`config.mk`:
```
export PLATFORM = sky130hd
export DESIGN_NAME = row_segment_edge_labeler
export DESIGN_NICKNAME = d
export VERILOG_FILES = /design/src/rtl/core/rsel_pkg.sv /design/src/rtl/core/rsel_in_stage.sv /design/src/rtl/core/rsel_label_core.sv /design/src/rtl/core/rsel_out_stage.sv /design/src/rtl/core/row_segment_edge_labeler.sv
export VERILOG_INCLUDE_DIRS = /design/src /design/src/rtl/core
export SDC_FILE = /design/constraint.sdc
export NUM_CORES = 1
export LEC_CHECK = 0
export ABC_CLOCK_PERIOD_IN_PS = 6900
export BUFFER_PORTS_ARGS = -buffer_cell sky130_fd_sc_hd__buf_2
export CAP_MARGIN = 20
export CELL_PAD_IN_SITES_DETAIL_PLACEMENT = 1
export CELL_PAD_IN_SITES_GLOBAL_PLACEMENT = 1
export CORE_ASPECT_RATIO = 2
export CORE_MARGIN = 8
export CORE_UTILIZATION = 50
export DETAILED_ROUTE_END_ITERATION = 10
export PLACE_DENSITY_LB_ADDON = 0.1
export SLEW_MARGIN = 20
export SYNTH_ARGS = -nofsm -noshare
export SYNTH_HDL_FRONTEND = slang
export SYNTH_SLANG_ARGS = --single-unit
```
`constraint.sdc`:
```
create_clock -name clk -period 6.9 [get_ports clk]
set_input_delay 1.725 -clock clk [delete_from_list [all_inputs] [get_ports clk]]
set_output_delay 1.725 -clock clk [all_outputs]
set_load 0.02 [all_outputs]
```
`src/rtl/core/row_segment_edge_labeler_assert.svh`:
```
// Assertion macros shared by the row segment edge labeler modules.
// Needs nothing else; each asserting module includes this file.
`ifndef ROW_SEGMENT_EDGE_LABELER_ASSERT_SVH
`define ROW_SEGMENT_EDGE_LABELER_ASSERT_SVH

// Implication checked on every rising clock edge outside of reset.
`define RSEL_ASSERT_CLK(lbl, clk_sig, rst_sig, prop, msg) \
  lbl: assert property (@(posedge clk_sig) disable iff (rst_sig) prop) else $error(msg);

// Same check with the project clock and reset names.
`define RSEL_ASSERT(lbl, prop, msg) \
  `RSEL_ASSERT_CLK(lbl, clk, rst, prop, msg)

`endif

```
`src/rtl/core/rsel_pkg.sv`:
```
// Package for the row segment edge labeler: sizes, register indexes,
// the result record and the dimension clamp. Depends on nothing.
package rsel_pkg;

  // Largest image dimensions that the counters support.
  localparam int MAX_WIDTH  = 4096;
  localparam int MAX_HEIGHT = 4096;

  // Field widths of the registers and the stream.
  localparam int REG_W   = 13;
  localparam int PIXEL_W = 8;
  localparam int LABEL_W = 13;
  localparam int SUM_W   = 25;

  // Counter widths follow from the largest dimensions.
  localparam int COL_W = (MAX_WIDTH > 1) ? $clog2(MAX_WIDTH) : 1;
  localparam int ROW_W = (MAX_HEIGHT > 1) ? $clog2(MAX_HEIGHT) : 1;
  localparam int IDX_MAX_W = (COL_W > ROW_W) ? COL_W : ROW_W;
  localparam int CMP_W = (IDX_MAX_W + 1 > REG_W) ? IDX_MAX_W + 1 : REG_W;

  // Stream widths.
  localparam int TDATA_W = 3 * LABEL_W + SUM_W;
  localparam int TUSER_W = 2;

  // Register indexes of the configuration port.
  localparam int CFG_IDX_W = 1;
  localparam logic [CFG_IDX_W-1:0] REG_ROW_WIDTH = 1'd0;
  localparam logic [CFG_IDX_W-1:0] REG_ROW_COUNT = 1'd1;

  // One result item.
  typedef struct packed {
    logic [SUM_W-1:0]   sum_segments;
    logic [LABEL_W-1:0] max_segments;
    logic               frame_done;
    logic [LABEL_W-1:0] row_segments;
    logic               row_done;
    logic [LABEL_W-1:0] relative_label;
  } result_t;

  // A zero dimension acts as one, and an oversized one as the maximum.
  function automatic logic [CMP_W-1:0] clamp_dim(input logic [REG_W-1:0] v,
                                                 input logic [CMP_W-1:0] hi);
    logic [CMP_W-1:0] ext;
    ext = CMP_W'(v);
    if (v == '0) begin
      clamp_dim = CMP_W'(1);
    end else if (ext > hi) begin
      clamp_dim = hi;
    end else begin
      clamp_dim = ext;
    end
  endfunction

endpackage

```
`src/rtl/core/rsel_in_stage.sv`:
```
// Input register of the row segment edge labeler: holds the pixel bit.
// Depends on rsel_pkg.
module rsel_in_stage
  import rsel_pkg::*;
(
  input  logic               clk,
  input  logic               rst,
  input  logic               s_tvalid,
  output logic               s_tready,
  input  logic [PIXEL_W-1:0] s_tdata,    // [7:0] pixel
  input  logic               out_free,
  output logic               in_valid,
  output logic               in_bit,
  output logic               fire
);

  // The held pixel moves on whenever the result register can take it.
  assign fire     = in_valid && out_free;
  assign s_tready = !in_valid || out_free;

  // Only bit 0 of the pixel matters.
  always_ff @(posedge clk) begin
    if (rst) begin
      in_valid <= 1'b0;
    end else if (s_tvalid && s_tready) begin
      in_valid <= 1'b1;
    end else if (fire) begin
      in_valid <= 1'b0;
    end
  end

  always_ff @(posedge clk) begin
    if (s_tvalid && s_tready) begin
      in_bit <= s_tdata[0];
    end
  end

endmodule

```
`src/rtl/core/rsel_label_core.sv`:
```
// Labeling logic: configuration registers, row and frame counters and the
// result of one pixel. Depends on rsel_pkg and the assertion macros.
`include "row_segment_edge_labeler_assert.svh"
module rsel_label_core
  import rsel_pkg::*;
(
  input  logic                 clk,
  input  logic                 rst,
  input  logic                 cfg_we,
  input  logic [CFG_IDX_W-1:0] cfg_index,
  input  logic [REG_W-1:0]     cfg_data,
  input  logic                 fire,
  input  logic                 in_bit,
  output result_t              result
);

  logic [REG_W-1:0]   row_width;
  logic [REG_W-1:0]   row_count;
  logic               previous_bit;
  logic [LABEL_W-1:0] edge_count;
  logic [COL_W-1:0]   column_index;
  logic [ROW_W-1:0]   row_index;
  logic [LABEL_W-1:0] running_max;
  logic [SUM_W-1:0]   running_sum;

  logic [CMP_W-1:0]   w_eff;
  logic [CMP_W-1:0]   h_eff;
  logic [LABEL_W-1:0] edge_count_next;
  logic [LABEL_W-1:0] segs;
  logic               last_col;
  logic               last_row;
  logic [LABEL_W-1:0] running_max_next;
  logic [SUM_W-1:0]   running_sum_next;

  // Configuration writes.
  always_ff @(posedge clk) begin
    if (rst) begin
      row_width <= REG_W'(640);
      row_count <= REG_W'(480);
    end else if (cfg_we) begin
      case (cfg_index)
        REG_ROW_WIDTH: row_width <= cfg_data;
        REG_ROW_COUNT: row_count <= cfg_data;
        default: ;
      endcase
    end
  end

  // Effective dimensions and end-of-row and end-of-frame detection.
  assign w_eff    = clamp_dim(row_width, CMP_W'(MAX_WIDTH));
  assign h_eff    = clamp_dim(row_count, CMP_W'(MAX_HEIGHT));
  assign last_col = (CMP_W'(column_index) + CMP_W'(1)) >= w_eff;
  assign last_row = (CMP_W'(row_index) + CMP_W'(1)) >= h_eff;

  // The label starts at the first bit and counts every bit change.
  always_comb begin
    if (column_index == '0) begin
      edge_count_next = LABEL_W'(in_bit);
    end else begin
      edge_count_next = edge_count + LABEL_W'(previous_bit ^ in_bit);
    end
  end

  // Row count includes the last pixel's bit; frame statistics follow.
  assign segs             = edge_count_next + LABEL_W'(in_bit);
  assign running_max_next = (segs > running_max) ? segs : running_max;
  assign running_sum_next = running_sum + SUM_W'(segs);

  always_comb begin
    result                = '0;
    result.relative_label = edge_count_next;
    if (last_col) begin
      result.row_done     = 1'b1;
      result.row_segments = segs;
      if (last_row) begin
        result.frame_done   = 1'b1;
        result.max_segments = running_max_next;
        result.sum_segments = running_sum_next;
      end
    end
  end

  // Counter state advances once per transaction that leaves the input stage.
  always_ff @(posedge clk) begin
    if (rst) begin
      previous_bit <= 1'b0;
      edge_count   <= '0;
      column_index <= '0;
      row_index    <= '0;
      running_max  <= '0;
      running_sum  <= '0;
    end else if (fire) begin
      previous_bit <= in_bit;
      edge_count   <= edge_count_next;
      if (!last_col) begin
        column_index <= column_index + COL_W'(1);
      end else begin
        column_index <= '0;
        if (!last_row) begin
          row_index   <= row_index + ROW_W'(1);
          running_max <= running_max_next;
          running_sum <= running_sum_next;
        end else begin
          row_index   <= '0;
          running_max <= '0;
          running_sum <= '0;
        end
      end
    end
  end

  `RSEL_ASSERT(a_row_end_wraps_column, fire && result.row_done |=> column_index == '0, "column index not cleared at row end")
  `RSEL_ASSERT(a_column_steps, fire && !result.row_done |=> column_index == COL_W'($past(column_index) + COL_W'(1)), "column index did not step by one")
  `RSEL_ASSERT(a_frame_ends_row, result.frame_done |-> result.row_done, "frame end without row end")

endmodule

```
`src/rtl/core/rsel_out_stage.sv`:
```
// Result register of the row segment edge labeler and the stream packing.
// Depends on rsel_pkg.
module rsel_out_stage
  import rsel_pkg::*;
(
  input  logic               clk,
  input  logic               rst,
  input  logic               in_valid,
  input  result_t            result,
  output logic               out_free,
  output logic               m_tvalid,
  input  logic               m_tready,
  output logic [TDATA_W-1:0] m_tdata,    // relative_label, row_segments, max_segments, sum_segments
  output logic [TUSER_W-1:0] m_tuser     // row_done, frame_done
);

  result_t result_r;

  // The register takes a new result when empty or being drained.
  assign out_free = !m_tvalid || m_tready;

  always_ff @(posedge clk) begin
    if (rst) begin
      m_tvalid <= 1'b0;
    end else if (out_free) begin
      m_tvalid <= in_valid;
    end
  end

  always_ff @(posedge clk) begin
    if (out_free && in_valid) begin
      result_r <= result;
    end
  end

  // Pack the fields, first field in the lowest bits.
  assign m_tdata = {result_r.sum_segments, result_r.max_segments,
                    result_r.row_segments, result_r.relative_label};
  assign m_tuser = {result_r.frame_done, result_r.row_done};

endmodule

```
`src/rtl/core/row_segment_edge_labeler.sv`:
```
// Row segment edge labeler: takes one binary pixel per cycle in raster order
// and returns one result transaction per pixel through two register stages
// (input register, then result register); both stages advance whenever the
// result register is free, so the sustained rate is one pixel per clock,
// limited only by the downstream tready. No clearing pass is needed after
// reset. Configure row_width and row_count only while no pixel is in flight.
// Top level; depends on rsel_pkg, rsel_in_stage, rsel_label_core, rsel_out_stage.
`include "row_segment_edge_labeler_assert.svh"
module row_segment_edge_labeler
  import rsel_pkg::*;
(
  input  logic                 clk,
  input  logic                 rst,
  input  logic                 cfg_we,
  input  logic [CFG_IDX_W-1:0] cfg_index,
  input  logic [REG_W-1:0]     cfg_data,
  input  logic                 s_tvalid,
  output logic                 s_tready,
  input  logic [PIXEL_W-1:0]   s_tdata,    // [7:0] pixel
  output logic                 m_tvalid,
  input  logic                 m_tready,
  output logic [TDATA_W-1:0]   m_tdata,    // [12:0] relative_label, [25:13] row_segments,
                                           // [38:26] max_segments, [63:39] sum_segments
  output logic [TUSER_W-1:0]   m_tuser     // [0] row_done, [1] frame_done
);

  logic    out_free;
  logic    in_valid;
  logic    in_bit;
  logic    fire;
  result_t result;

  // Input register.
  rsel_in_stage u_in_stage (
    .clk      (clk),
    .rst      (rst),
    .s_tvalid (s_tvalid),
    .s_tready (s_tready),
    .s_tdata  (s_tdata),
    .out_free (out_free),
    .in_valid (in_valid),
    .in_bit   (in_bit),
    .fire     (fire)
  );

  // Label and counter logic.
  rsel_label_core u_label_core (
    .clk       (clk),
    .rst       (rst),
    .cfg_we    (cfg_we),
    .cfg_index (cfg_index),
    .cfg_data  (cfg_data),
    .fire      (fire),
    .in_bit    (in_bit),
    .result    (result)
  );

  // Result register.
  rsel_out_stage u_out_stage (
    .clk      (clk),
    .rst      (rst),
    .in_valid (in_valid),
    .result   (result),
    .out_free (out_free),
    .m_tvalid (m_tvalid),
    .m_tready (m_tready),
    .m_tdata  (m_tdata),
    .m_tuser  (m_tuser)
  );

  `RSEL_ASSERT(a_ready_when_out_empty, !m_tvalid |-> s_tready, "input stalled while result register is empty")

endmodule
```
==> results.json, run 1 <==
{
  "antenna_found_initial": 0,
  "crit_arrival_ps": 6080,
  "cts_tree": "built",
  "synth_area_leaders": "dfxtp_1 23%, edfxtp_1 22%, ha_1 8.0%, nand2_1 6.8%, a21oi_1 4.0%",
  "grt_max_degree": 58,
  "yosysTopAreaCell": "dfxtp_1",
  "initial_utilization_pct": 50.76,
  "critical-path-top-delay-family": "simple AND/OR/NAND/NOR gates",
  "die-width_um": 112.2,
  "gr-total-overflow": 0,
  "track_usage_pct": 21.32,
  "startpoint": "u_label_core.column_index[0]",
  "critPathMaxStageDelay_ps": 690,
  "cts_sinks": 171,
  "clockBufferDepth": 2,
  "syn_to_final_growth_pct": 11.39,
  "path_buf_inv": 2,
  "numCtsBuffers": 17,
  "clkLatencyLatePin_ps": 440,
  "crit_slowest_cell": "nor3_2",
  "dr.pass1.iters": 4,
  "antenna_cells": 0,
  "routedWlPerCell_um": 19.15,
  "yosysWarnings": 0,
  "tightest_slew_ps": 837.1,
  "post-cts-setup-buffers": 0,
  "clk_pin_slew_ps": 70,
  "nFillCells": 2128,
  "drc_errors": 0,
  "htreeDepth": 4,
  "layout.nets": 1130,
  "cp-end-kind": "register",
  "grt_first_pass_wirelength_um": 39820,
  "synth_top_area_share_pct": 22.52,
  "synth_flop_cell": "dfxtp_1",
  "final.period_utilization_pct": 82.66,
  "fmax_mhz": 175.3,
  "syn_area_um2": 9246,
  "ys_types": 84,
  "avgSynthCellArea_um2": 9.464,
  "irDropWorstVdd_uv": 153.8,
  "die_h_um": 208.3,
  "cts_hold_buf": 0,
  "cts_resized": 0,
  "synth-edff-count": 67,
  "grt_pass1_vias": 7965,
  "maxSlewViolCount": 0,
  "max_slew_margin_pct": 44.08,
  "seq_area_frac_synth_pct": 44.28,
  "routed_wl_um": 24350,
  "ant_nets": 0,
  "path_max_fanout": 18,
  "syn_nets": 1064,
  "portBuffers": 87,
  "layout_min_cycle_time_ps": 5704,
  "min_from": "u_label_core.running_sum[8]",
  "crit_type": "reg -> reg",
  "power.leakage_uw": 0.004152,
  "synth_seq_cells": 171,
  "hold_ws_ps": 463.6,
  "worstSetupStartpointType": "register",
  "drive_gt1_share_pct": 15.25,
  "gp_congestion": 0.8489,
  "rr_startpoint": "u_label_core.column_index[0]",
  "rows": 70,
  "drt-vias-per-instance": 5.859,
  "skew_ps": 10.18,
  "worst_ep_required_time_ps": 7280,
  "setup_tns_ps": 0,
  "power_density_nw_per_um2": 214.6,
  "fin_util_pct": 56.54,
  "async_flop_share_pct": 0,
  "rsz0062_at_grt": "false",
  "worstPathCellList": "inv_1 -> ha_1 -> nor4b_1 -> and3_4 -> nand2_1 -> nand2_1 -> ha_1 -> ha_1 -> o211ai_1 -> nor4_4 -> and4_1 -> xnor2_1 -> inv_1 -> ha_1 -> and3_1 -> nand4_1 -> o21ai_2 -> o21ai_2 -> nor3_2 -> a22o_1",
  "finalHoldViolations": 0,
  "status": "completed",
  "io_pins": 95,
  "root_buffer": "clkbuf_16",
  "design.core.area_um2": 18220,
  "hold_path.class": "reg -> reg",
  "drt_iter0_drc": 258,
  "netlist_instances": 977,
  "crit_top_cell": "ha_1",
  "drv_cap": 0,
  "vias": 7453,
  "setup_viol": 0,
  "dp_hpwl_um": 18070,
  "die-area_um2": 23360
}
-- per-layer routing --
layer | share of wire [%] | GRT usage [%] | vias up
li1 | - | - | 3622
met3 | 3.0 | 3.771 | 57
met1 | 37 | 20.08 | 3644
met4 | 3.3 | 10.22 | 0
met5 | 0 | 0 | -
met2 | 57 | 42.34 | 130
-- placed cells by master (no fill, tap or decap), types with 4 or more instances in the layout --
cell | Yosys | routed
a22o_1 | 15 | 15
and3_1 | 28 | 28
or3_1 | 5 | 5
a21oi_1 | 73 | 73
buf_2 | 11 | 87
o21ai_1 | 10 | 10
nand2_1 | 167 | 167
nor2_1 | 58 | 58
nor2b_1 | 4 | 4
o311ai_0 | 4 | 4
nor3_1 | 15 | 15
a21o_1 | 10 | 10
o21a_1 | 9 | 9
nor3b_1 | 5 | 5
nand4_1 | 8 | 8
a211oi_1 | 8 | 8
dfxtp_1 | 104 | 104
nand3b_1 | 8 | 8
xnor2_1 | 27 | 27
a211o_1 | 4 | 4
inv_1 | 33 | 33
nand3_1 | 27 | 27
clkbuf_16 | 0 | 17
xor2_1 | 36 | 36
a31oi_1 | 4 | 4
o21ai_0 | 23 | 23
clkinv_2 | 0 | 5
buf_4 | 3 | 6
nand2b_1 | 4 | 4
inv_6 | 0 | 5
nor2_2 | 5 | 5
o31ai_1 | 4 | 4
edfxtp_1 | 67 | 67
and2_1 | 18 | 18
o211ai_1 | 4 | 4
o21bai_1 | 4 | 4
nor4_1 | 10 | 10
ha_1 | 59 | 59
-- logic make-up after synthesis --
family                     after synthesis  share of synthesized area [%]
AOI/OAI and AO/OA                      211                          15.83
xor gates and xnor gates                64                          6.143
adders and majority gates               60                          8.200
buffers and inverters                   80                          4.208
DFF                                    171                          44.28
muxes                                    2                         0.2165
and+or+nand+nor                        389                          21.12
-- sequential cells by signal, indices dropped and copies added (netlist names) --
signal	flops
u_out_stage.m_tvalid	1
u_label_core.previous_bit	1
u_label_core.row_width	13
u_label_core.row_index	12
u_label_core.running_max	13
u_label_core.column_index	12
u_in_stage.in_valid	1
u_in_stage.in_bit	1
u_out_stage.m_tdata	64
u_out_stage.m_tuser	2
u_label_core.edge_count	13
u_label_core.running_sum	25
u_label_core.row_count	13
-- where the power goes --
group / switching [uW] / internal [uW] / leakage [uW]
registers: 14.3 / 1070 / 0.00146
clock network: 434 / 503 / 0.000277
logic: 130 / 54.1 / 0.00241
total: 579 / 1630 / 0.00415
-- Yosys cell counts (all sizes together) (17+ instances only) --
master    n
a21oi    75
and2     19
and3     30
buf      24
clkbuf   22
dfxtp   104
edfxtp   67
ha       59
inv      33
nand2   168
nand3    29
nor2     64
nor3     17
o21ai    36
xnor2    27
xor2     37
-- through the flow --
stage               cell area [um2]  total power (uW)  worst slack, ps  std cells
CTS                           10300              2229             1261       1272
global route                  10300              2280            777.0       1272
floorplan                      9246              1243             2318        977
global placement               9737              1292             1440       1240
finish                        10300              2210             1196       1272
detailed placement             9737              1298             1291       1240
-- tightest hold or removal path: stages (launching register included) --
cell and delay, ps:
dfxtp_1 320, nand2_1 50, o21ai_1 50
-- worst paths after layout --
kind | cells past startpoint | to | slack, ps
setup reg to reg | 20 | u_label_core.running_max[4] | 1200
setup / recovery | 20 | u_label_core.running_max[4] | 1200
hold reg to reg | 2 | u_label_core.running_sum[8] | 460
hold / removal | 2 | u_label_core.running_sum[8] | 460
-- cell type report --
type,count,area (um2),area share (%)
clock buffer,17,425.4,4.130
tap,216,270.3,2.624
inverter,34,128.9,1.251
multi-input combinational,726,4763,46.25
clock inverter,15,137.6,1.336
sequential,171,4094,39.75
timing repair buffer,93,480.5,4.665
Power figures use the tool's default switching activity.
==> inputs of run 2 (changes only) <==
--- a/config.mk
+++ b/config.mk
@@ -6,14 +6,15 @@
 export SDC_FILE = /design/constraint.sdc
 export NUM_CORES = 1
 export LEC_CHECK = 0
-export ABC_CLOCK_PERIOD_IN_PS = 6900
+export ABC_AREA = 1
+export ABC_CLOCK_PERIOD_IN_PS = 5700
 export BUFFER_PORTS_ARGS = -buffer_cell sky130_fd_sc_hd__buf_2
 export CAP_MARGIN = 20
 export CELL_PAD_IN_SITES_DETAIL_PLACEMENT = 1
 export CELL_PAD_IN_SITES_GLOBAL_PLACEMENT = 1
 export CORE_ASPECT_RATIO = 2
 export CORE_MARGIN = 8
-export CORE_UTILIZATION = 50
+export CORE_UTILIZATION = 44
 export DETAILED_ROUTE_END_ITERATION = 10
 export PLACE_DENSITY_LB_ADDON = 0.1
 export SLEW_MARGIN = 20
==> constraint.sdc (replaced) <==
create_clock -name clk -period 5.7 [get_ports clk]
set_input_delay 1.425 -clock clk [delete_from_list [all_inputs] [get_ports clk]]
set_output_delay 1.425 -clock clk [all_outputs]
set_load 0.02 [all_outputs]
==> run 2 against run 1 <==
Compared with the run above:
- sequential share of layout area is 0.98 points lower
- design area rose by 2.5%
- total power increased by 29%
- hold slack lost 3.7 ps
- final cell count is 22% higher
- global-route usage fell by 0.22 points
- critical path type unchanged
- critical endpoint is now u_out_stage.m_tdata[26]
==> results.json, run 2 <==
{
  "status": "completed",
  "portBuffers": 87,
  "gr-total-overflow": 0,
  "cts_tree": "built",
  "place_area_um2": 9941,
  "netlist_instances": 1187,
  "synth_top_area_share_pct": 22.54,
  "grt_first_pass_wirelength_um": 43730,
  "cts_resized": 0,
  "finalPower_uw": 2861,
  "drc_errors": 0,
  "design.core.area_um2": 20830,
  "antenna_found_initial": 0,
  "synth_area_leaders": "dfxtp_1 23%, edfxtp_1 22%, nand2_1 12%, ha_1 8.0%, nor2_1 6.2%",
  "holdPathStages": 2,
  "cts_hold_buf": 0,
  "track_usage_pct": 21.10,
  "drt_iter0_drc": 339,
  "syn_area_um2": 9236,
  "syn_nets": 1274,
  "yosysWarnings": 0,
  "rr_startpoint": "u_label_core.column_index[0]",
  "die-area_um2": 26170,
  "largest_register_ffs": 64,
  "htreeDepth": 4,
  "setup_tns_ps": 0,
  "drive_gt1_share_pct": 12.29,
  "post-cts-setup-buffers": 0,
  "initial_utilization_pct": 44.34,
  "fmax_mhz": 214.5,
  "min_delay_worst_endpoint": "u_label_core.running_max[6]",
  "rsz0062_at_grt": "false",
  "die-width_um": 118.5,
  "crit_arrival_ps": 4860,
  "setup_viol": 0,
  "rows": 75,
  "dp_hpwl_um": 20890,
  "dr.pass1.iters": 4,
  "cp-end-kind": "register",
  "yosys-top-cells-count": "289 x nand2_1, 153 x nor2_1, 121 x inv_1, 104 x dfxtp_1, 81 x a21oi_1",
  "fin_cells": 1555,
  "routed_wl_um": 26560,
  "synth_seq_cells": 171,
  "vias": 8176,
  "final.period_utilization_pct": 81.79,
  "layout_min_cycle_time_ps": 4662,
  "routedWlPerCell_um": 17.08,
  "synth-edff-count": 67,
  "r2r_setup_slack_ps": 1040,
  "numCtsBuffers": 17,
  "avgSynthCellArea_um2": 7.781,
  "finalHoldViolations": 0,
  "path_max_fanout": 9,
  "power.leakage_uw": 0.004739,
  "final_cell_mix": "289 x nand2_1, 153 x nor2_1, 121 x inv_1",
  "power_density_nw_per_um2": 270.9,
  "cts_sinks": 171,
  "worstSetupStartpointType": "register",
  "clkLatencyLatePin_ps": 450,
  "clk_pin_slew_ps": 70,
  "ys_types": 39,
  "grt_max_degree": 93,
  "reg2reg_depth": 26,
  "grt_pass1_vias": 8673,
  "yosysMostFrequentCell": "nand2_1",
  "drv_cap": 0,
  "synth_flop_cell": "dfxtp_1",
  "gp_congestion": 0.8348,
  "maxSlewViolCount": 0,
  "irDropWorstVdd_uv": 205.4,
  "min_from": "u_label_core.running_max[6]",
  "antenna_cells": 0,
  "r2r_end": "u_out_stage.m_tdata[26]",
  "worst_ep_required_time_ps": 5900,
  "syn_to_final_growth_pct": 14.35,
  "final_area_um2": 10560,
  "die_h_um": 220.9,
  "crit_type": "reg -> reg",
  "tightest_slew_ps": 773.5,
  "ant_nets": 0,
  "final_common_cell": "nand2_1",
  "io_pins": 95,
  "drt-vias-per-instance": 5.258,
  "max_slew_margin_pct": 48.25,
  "skew_ps": 12.70,
  "layout.nets": 1360,
  "yosysTopAreaCell": "dfxtp_1",
  "hold_path.class": "reg -> reg",
  "clockBufferDepth": 2,
  "place_inst": 1522,
  "seq_area_frac_synth_pct": 44.32,
  "root_buffer": "clkbuf_16",
  "async_flop_share_pct": 0
}
## run 2: cell types whose count changed after synthesis, sizes merged, moves of 18 or more
cell	previous run	this run
nand2	168	300
buf	24	6
nor2	64	167
inv	33	124
o21ai	36	94
nand3	29	65
and3	30	0
## run 2: worst max path at each step
| stage | startpoint | cells past startpoint | end |
|---|---|---|---|
| after floorplan | m_tready | 5 | u_out_stage.m_tdata[0] |
| after global placement | u_label_core.column_index[0] | 24 | u_out_stage.m_tdata[63] |
| after detailed placement | u_label_core.column_index[0] | 26 | u_out_stage.m_tdata[26] |
| after CTS | u_label_core.column_index[0] | 26 | u_out_stage.m_tdata[26] |
| after global routing | u_label_core.column_index[0] | 26 | u_out_stage.m_tdata[26] |
| final | u_label_core.column_index[0] | 26 | u_out_stage.m_tdata[26] |
## run 2: stage by stage
stage               setup WS [ps]  hold WS (ps)  utilization [%]
floorplan                    1407         426.1                -
detailed placement          988.2         456.8            47.72
global route                480.2         481.8            50.70
finish                       1038         459.9            50.70
CTS                          1015         466.8            50.60
global placement             1130         437.6            47.72
## run 2: cells by family (layout without fill, tap and decap cells)
group | count (synthesis) | in the layout | share of synthesized area (%)
fa+ha+maj | 60 | 60 | 8.209
flops | 171 | 171 | 44.32
xor+xnor | 37 | 37 | 3.509
compound gates | 192 | 192 | 10.80
buf+inv | 155 | 254 | 6.435
simple gates | 572 | 572 | 26.73
## run 2: report_power, final
| group | total [uW] | switching, uW | internal [uW] |
|---|---|---|---|
| Clock | 1190 | 486 | 702 |
| Sequential | 1330 | 23.7 | 1310 |
| Combinational | 341 | 239 | 102 |
## run 2: worst max-delay path, cell delays in order, from the launching register on
cell,delay [ps]
dfxtp_1,340
inv_1,100
ha_1,180
inv_1,50
nor2_1,90
nand2_1,130
nor2_4,260
nor2_1,70
nor2_1,160
ha_1,210
ha_1,220
nand3_1,90
nor2_1,100
nand2_1,130
nor2_2,170
nand3_1,120
and2_1,210
inv_1,210
ha_1,290
a21oi_1,150
o21ai_0,90
a21oi_1,170
nand2_1,110
nand2_1,110
clkinv_1,270
o21ai_0,300
nor2_1,60
## run 2: cell type report
type	instances	area, um2
Clock inverter	5	53.80
Inverter	128	481.7
Multi-Input combinational cell	861	4548
Tap cell	269	336.6
Timing Repair Buffer	94	500.5
Fill cell	2645	10270
Sequential cell	171	4094
Clock buffer	27	546.8
## run 2: metal layers
layer | part of all wire, % | vias to the layer above | wire length [um] | track usage [%]
met2 | 57 | 129 | 15240 | 41.33
li1 | - | 4067 | - | -
met3 | 2.5 | 52 | 676 | 3.315
met4 | 4.4 | 0 | 1180 | 12.65
met1 | 36 | 3928 | 9463 | 19.73
met5 | 0 | - | 0 | 0
==> inputs of run 3 (changes only) <==
--- a/config.mk
+++ b/config.mk
@@ -7,7 +7,7 @@
 export NUM_CORES = 1
 export LEC_CHECK = 0
 export ABC_AREA = 1
-export ABC_CLOCK_PERIOD_IN_PS = 5700
+export ABC_CLOCK_PERIOD_IN_PS = 4350
 export BUFFER_PORTS_ARGS = -buffer_cell sky130_fd_sc_hd__buf_2
 export CAP_MARGIN = 20
 export CELL_PAD_IN_SITES_DETAIL_PLACEMENT = 1
==> constraint.sdc (replaced) <==
create_clock -name clk -period 4.35 [get_ports clk]
set_input_delay 1.0875 -clock clk [delete_from_list [all_inputs] [get_ports clk]]
set_output_delay 1.0875 -clock clk [all_outputs]
set_load 0.02 [all_outputs]
==> run 3 against run 2 <==
Compared with the run above:
- first-iteration DRC count down 5.3%
- sequential share of layout area down 1.7 points
- clock power grew 29%
- final cell count is 2.1% higher
- non-clock buffer count rose by 34
- die area stayed put
- core utilization rose by 2.3 points
- total power up 33%
- critical path type unchanged
- largest cell class unchanged
- highest routed layer unchanged
==> results.json, run 3 (synthesis results as in run 2) <==
{
  "status": "completed",
  "die_h_um": 220.9,
  "initial_utilization_pct": 44.34,
  "crit_slowest_cell": "edfxtp_1",
  "antenna_found_initial": 0,
  "fmax_mhz": 233.7,
  "tightest_slew_ps": 1050,
  "max_slew_margin_pct": 29.98,
  "largest_register_ffs": 64,
  "drv_cap": 0,
  "drive_gt1_share_pct": 18.13,
  "cts_tree": "built",
  "fin_util_pct": 52.99,
  "syn_to_final_growth_pct": 19.52,
  "finalHoldViolations": 0,
  "worst_ep_required_time_ps": 4600,
  "drt-vias-per-instance": 5.282,
  "io_pins": 95,
  "path_buf_inv": 2,
  "hold_path.class": "reg -> reg",
  "skew_ps": 11.35,
  "drt_iter0_drc": 321,
  "design.core.area_um2": 20830,
  "htreeDepth": 4,
  "cp-end-kind": "register",
  "routed_wl_um": 27090,
  "crit_top_cell": "nand2_1",
  "crit_type": "reg -> reg",
  "rows": 75,
  "clk_pin_slew_ps": 60,
  "antenna_cells": 0,
  "path_max_fanout": 5,
  "dp_hpwl_um": 20950,
  "power.leakage_uw": 0.004943,
  "final_common_cell": "nand2_1",
  "grt_max_degree": 93,
  "grt_pass1_vias": 9052,
  "clkLatencyLatePin_ps": 440,
  "clockBufferDepth": 2,
  "nFillCells": 2659,
  "irDropWorstVdd_uv": 222.9,
  "grt_first_pass_wirelength_um": 44220,
  "routedWlPerCell_um": 17.07,
  "die-width_um": 118.5,
  "critPathMaxStageDelay_ps": 460,
  "track_usage_pct": 21.06,
  "maxSlewViolCount": 0,
  "drc_errors": 0,
  "portBuffers": 87,
  "critical-path-top-delay-family": "simple AND/OR/NAND/NOR gates",
  "root_buffer": "clkbuf_16",
  "final_cell_mix": "280 x nand2_1, 149 x nor2_1, 117 x inv_1",
  "power_density_nw_per_um2": 344.7,
  "hold_ws_ps": 453.5,
  "die-area_um2": 26170,
  "setup_viol": 0,
  "worstSetupStartpointType": "register",
  "ant_nets": 0,
  "worstPathCellList": "xor2_1 -> ha_1 -> xnor2_1 -> nor2_1 -> ha_4 -> nand3_1 -> nor2_2 -> nand2_4 -> nor2_4 -> buf_4 -> nand2_1 -> nand2_1 -> buf_12 -> ha_1 -> a21oi_1 -> o21ai_0 -> a21o_1 -> a21o_1 -> nand2_1 -> nand2_1 -> a21oi_1",
  "layout.nets": 1394,
  "crit_arrival_ps": 4530,
  "gr-total-overflow": 0,
  "vias": 8382,
  "gp_congestion": 0.8613,
  "numCtsBuffers": 17,
  "layout_min_cycle_time_ps": 4280,
  "final.period_utilization_pct": 98.39,
  "dr.pass1.iters": 5,
  "cts_sinks": 171
}
## run 3: cell count changes in the layout (fill, tap and decap cells not counted), sizes merged
cell / before / now
buf: 94 / 128
clkbuf: 27 / 26
clkinvlp: 1 / 0
## run 3: worst min-delay path, cell delays in order, from the launching register on
cell and delay [ps]:
dfxtp_1 310, nand2_1 60, nand2_1 40
## run 3: final cells by class
cell class | count | area [um2] | area share, %
clock buffer | 26 | 545.5 | 4.942
inverter | 128 | 483.0 | 4.375
timing repair buffer | 128 | 773.2 | 7.004
tap | 269 | 336.6 | 3.049
multi-input combinational | 861 | 4757 | 43.09
sequential | 171 | 4094 | 37.09
clock inverter | 4 | 50.05 | 0.4534
## run 3: report_power, final
part	total, uW	internal, uW	leakage, uW	switching (uW)
sequential	1750	1720	0.00149	33.0
combinational	515	178	0.00315	336
clock	1540	921	0.000298	621
total	3800	2810	0.00494	990
## run 3: what timing repair did
action,4_1_cts,5_1_grt
setup endpoints to repair,4,57
cloned,0,1
hold buffers,0,0
setup buffers,0,5
resized for setup,3,58
pin swaps,0,14
## run 3: final timing paths
path | from | end | slack, ps | depth (start not counted)
hold reg to reg | u_label_core.running_max[9] | u_label_core.running_max[9] | 450 | 2
setup / recovery | u_in_stage.in_bit | u_out_stage.m_tdata[56] | 70 | 21
setup reg to reg | u_in_stage.in_bit | u_out_stage.m_tdata[56] | 70 | 21
hold / removal | u_label_core.running_max[9] | u_label_core.running_max[9] | 450 | 2
## run 3: per-stage QoR
step | setup TNS [ps] | total power [uW] | area, um2 | cells | worst slack (ps)
after floorplan | 0 | 2083 | 9236 | 1187 | 394.7
after detailed placement | -51.79 | 2262 | 10180 | 1551 | -45.23
final | 0 | 3805 | 11040 | 1587 | 70.14
after global placement | 0 | 2246 | 10180 | 1551 | 101.9
after CTS | 0 | 3815 | 10780 | 1581 | 8.638
after global routing | -1203 | 3948 | 11040 | 1587 | -121.5
## run 3: layer usage
metal | share of wire, % | GRT usage (%) | routed length, um
met5 | 0 | 0 | 0
met2 | 57 | 42.05 | 15550
met1 | 36 | 19.18 | 9687
met3 | 2.6 | 4.081 | 709
met4 | 4.2 | 10.97 | 1150
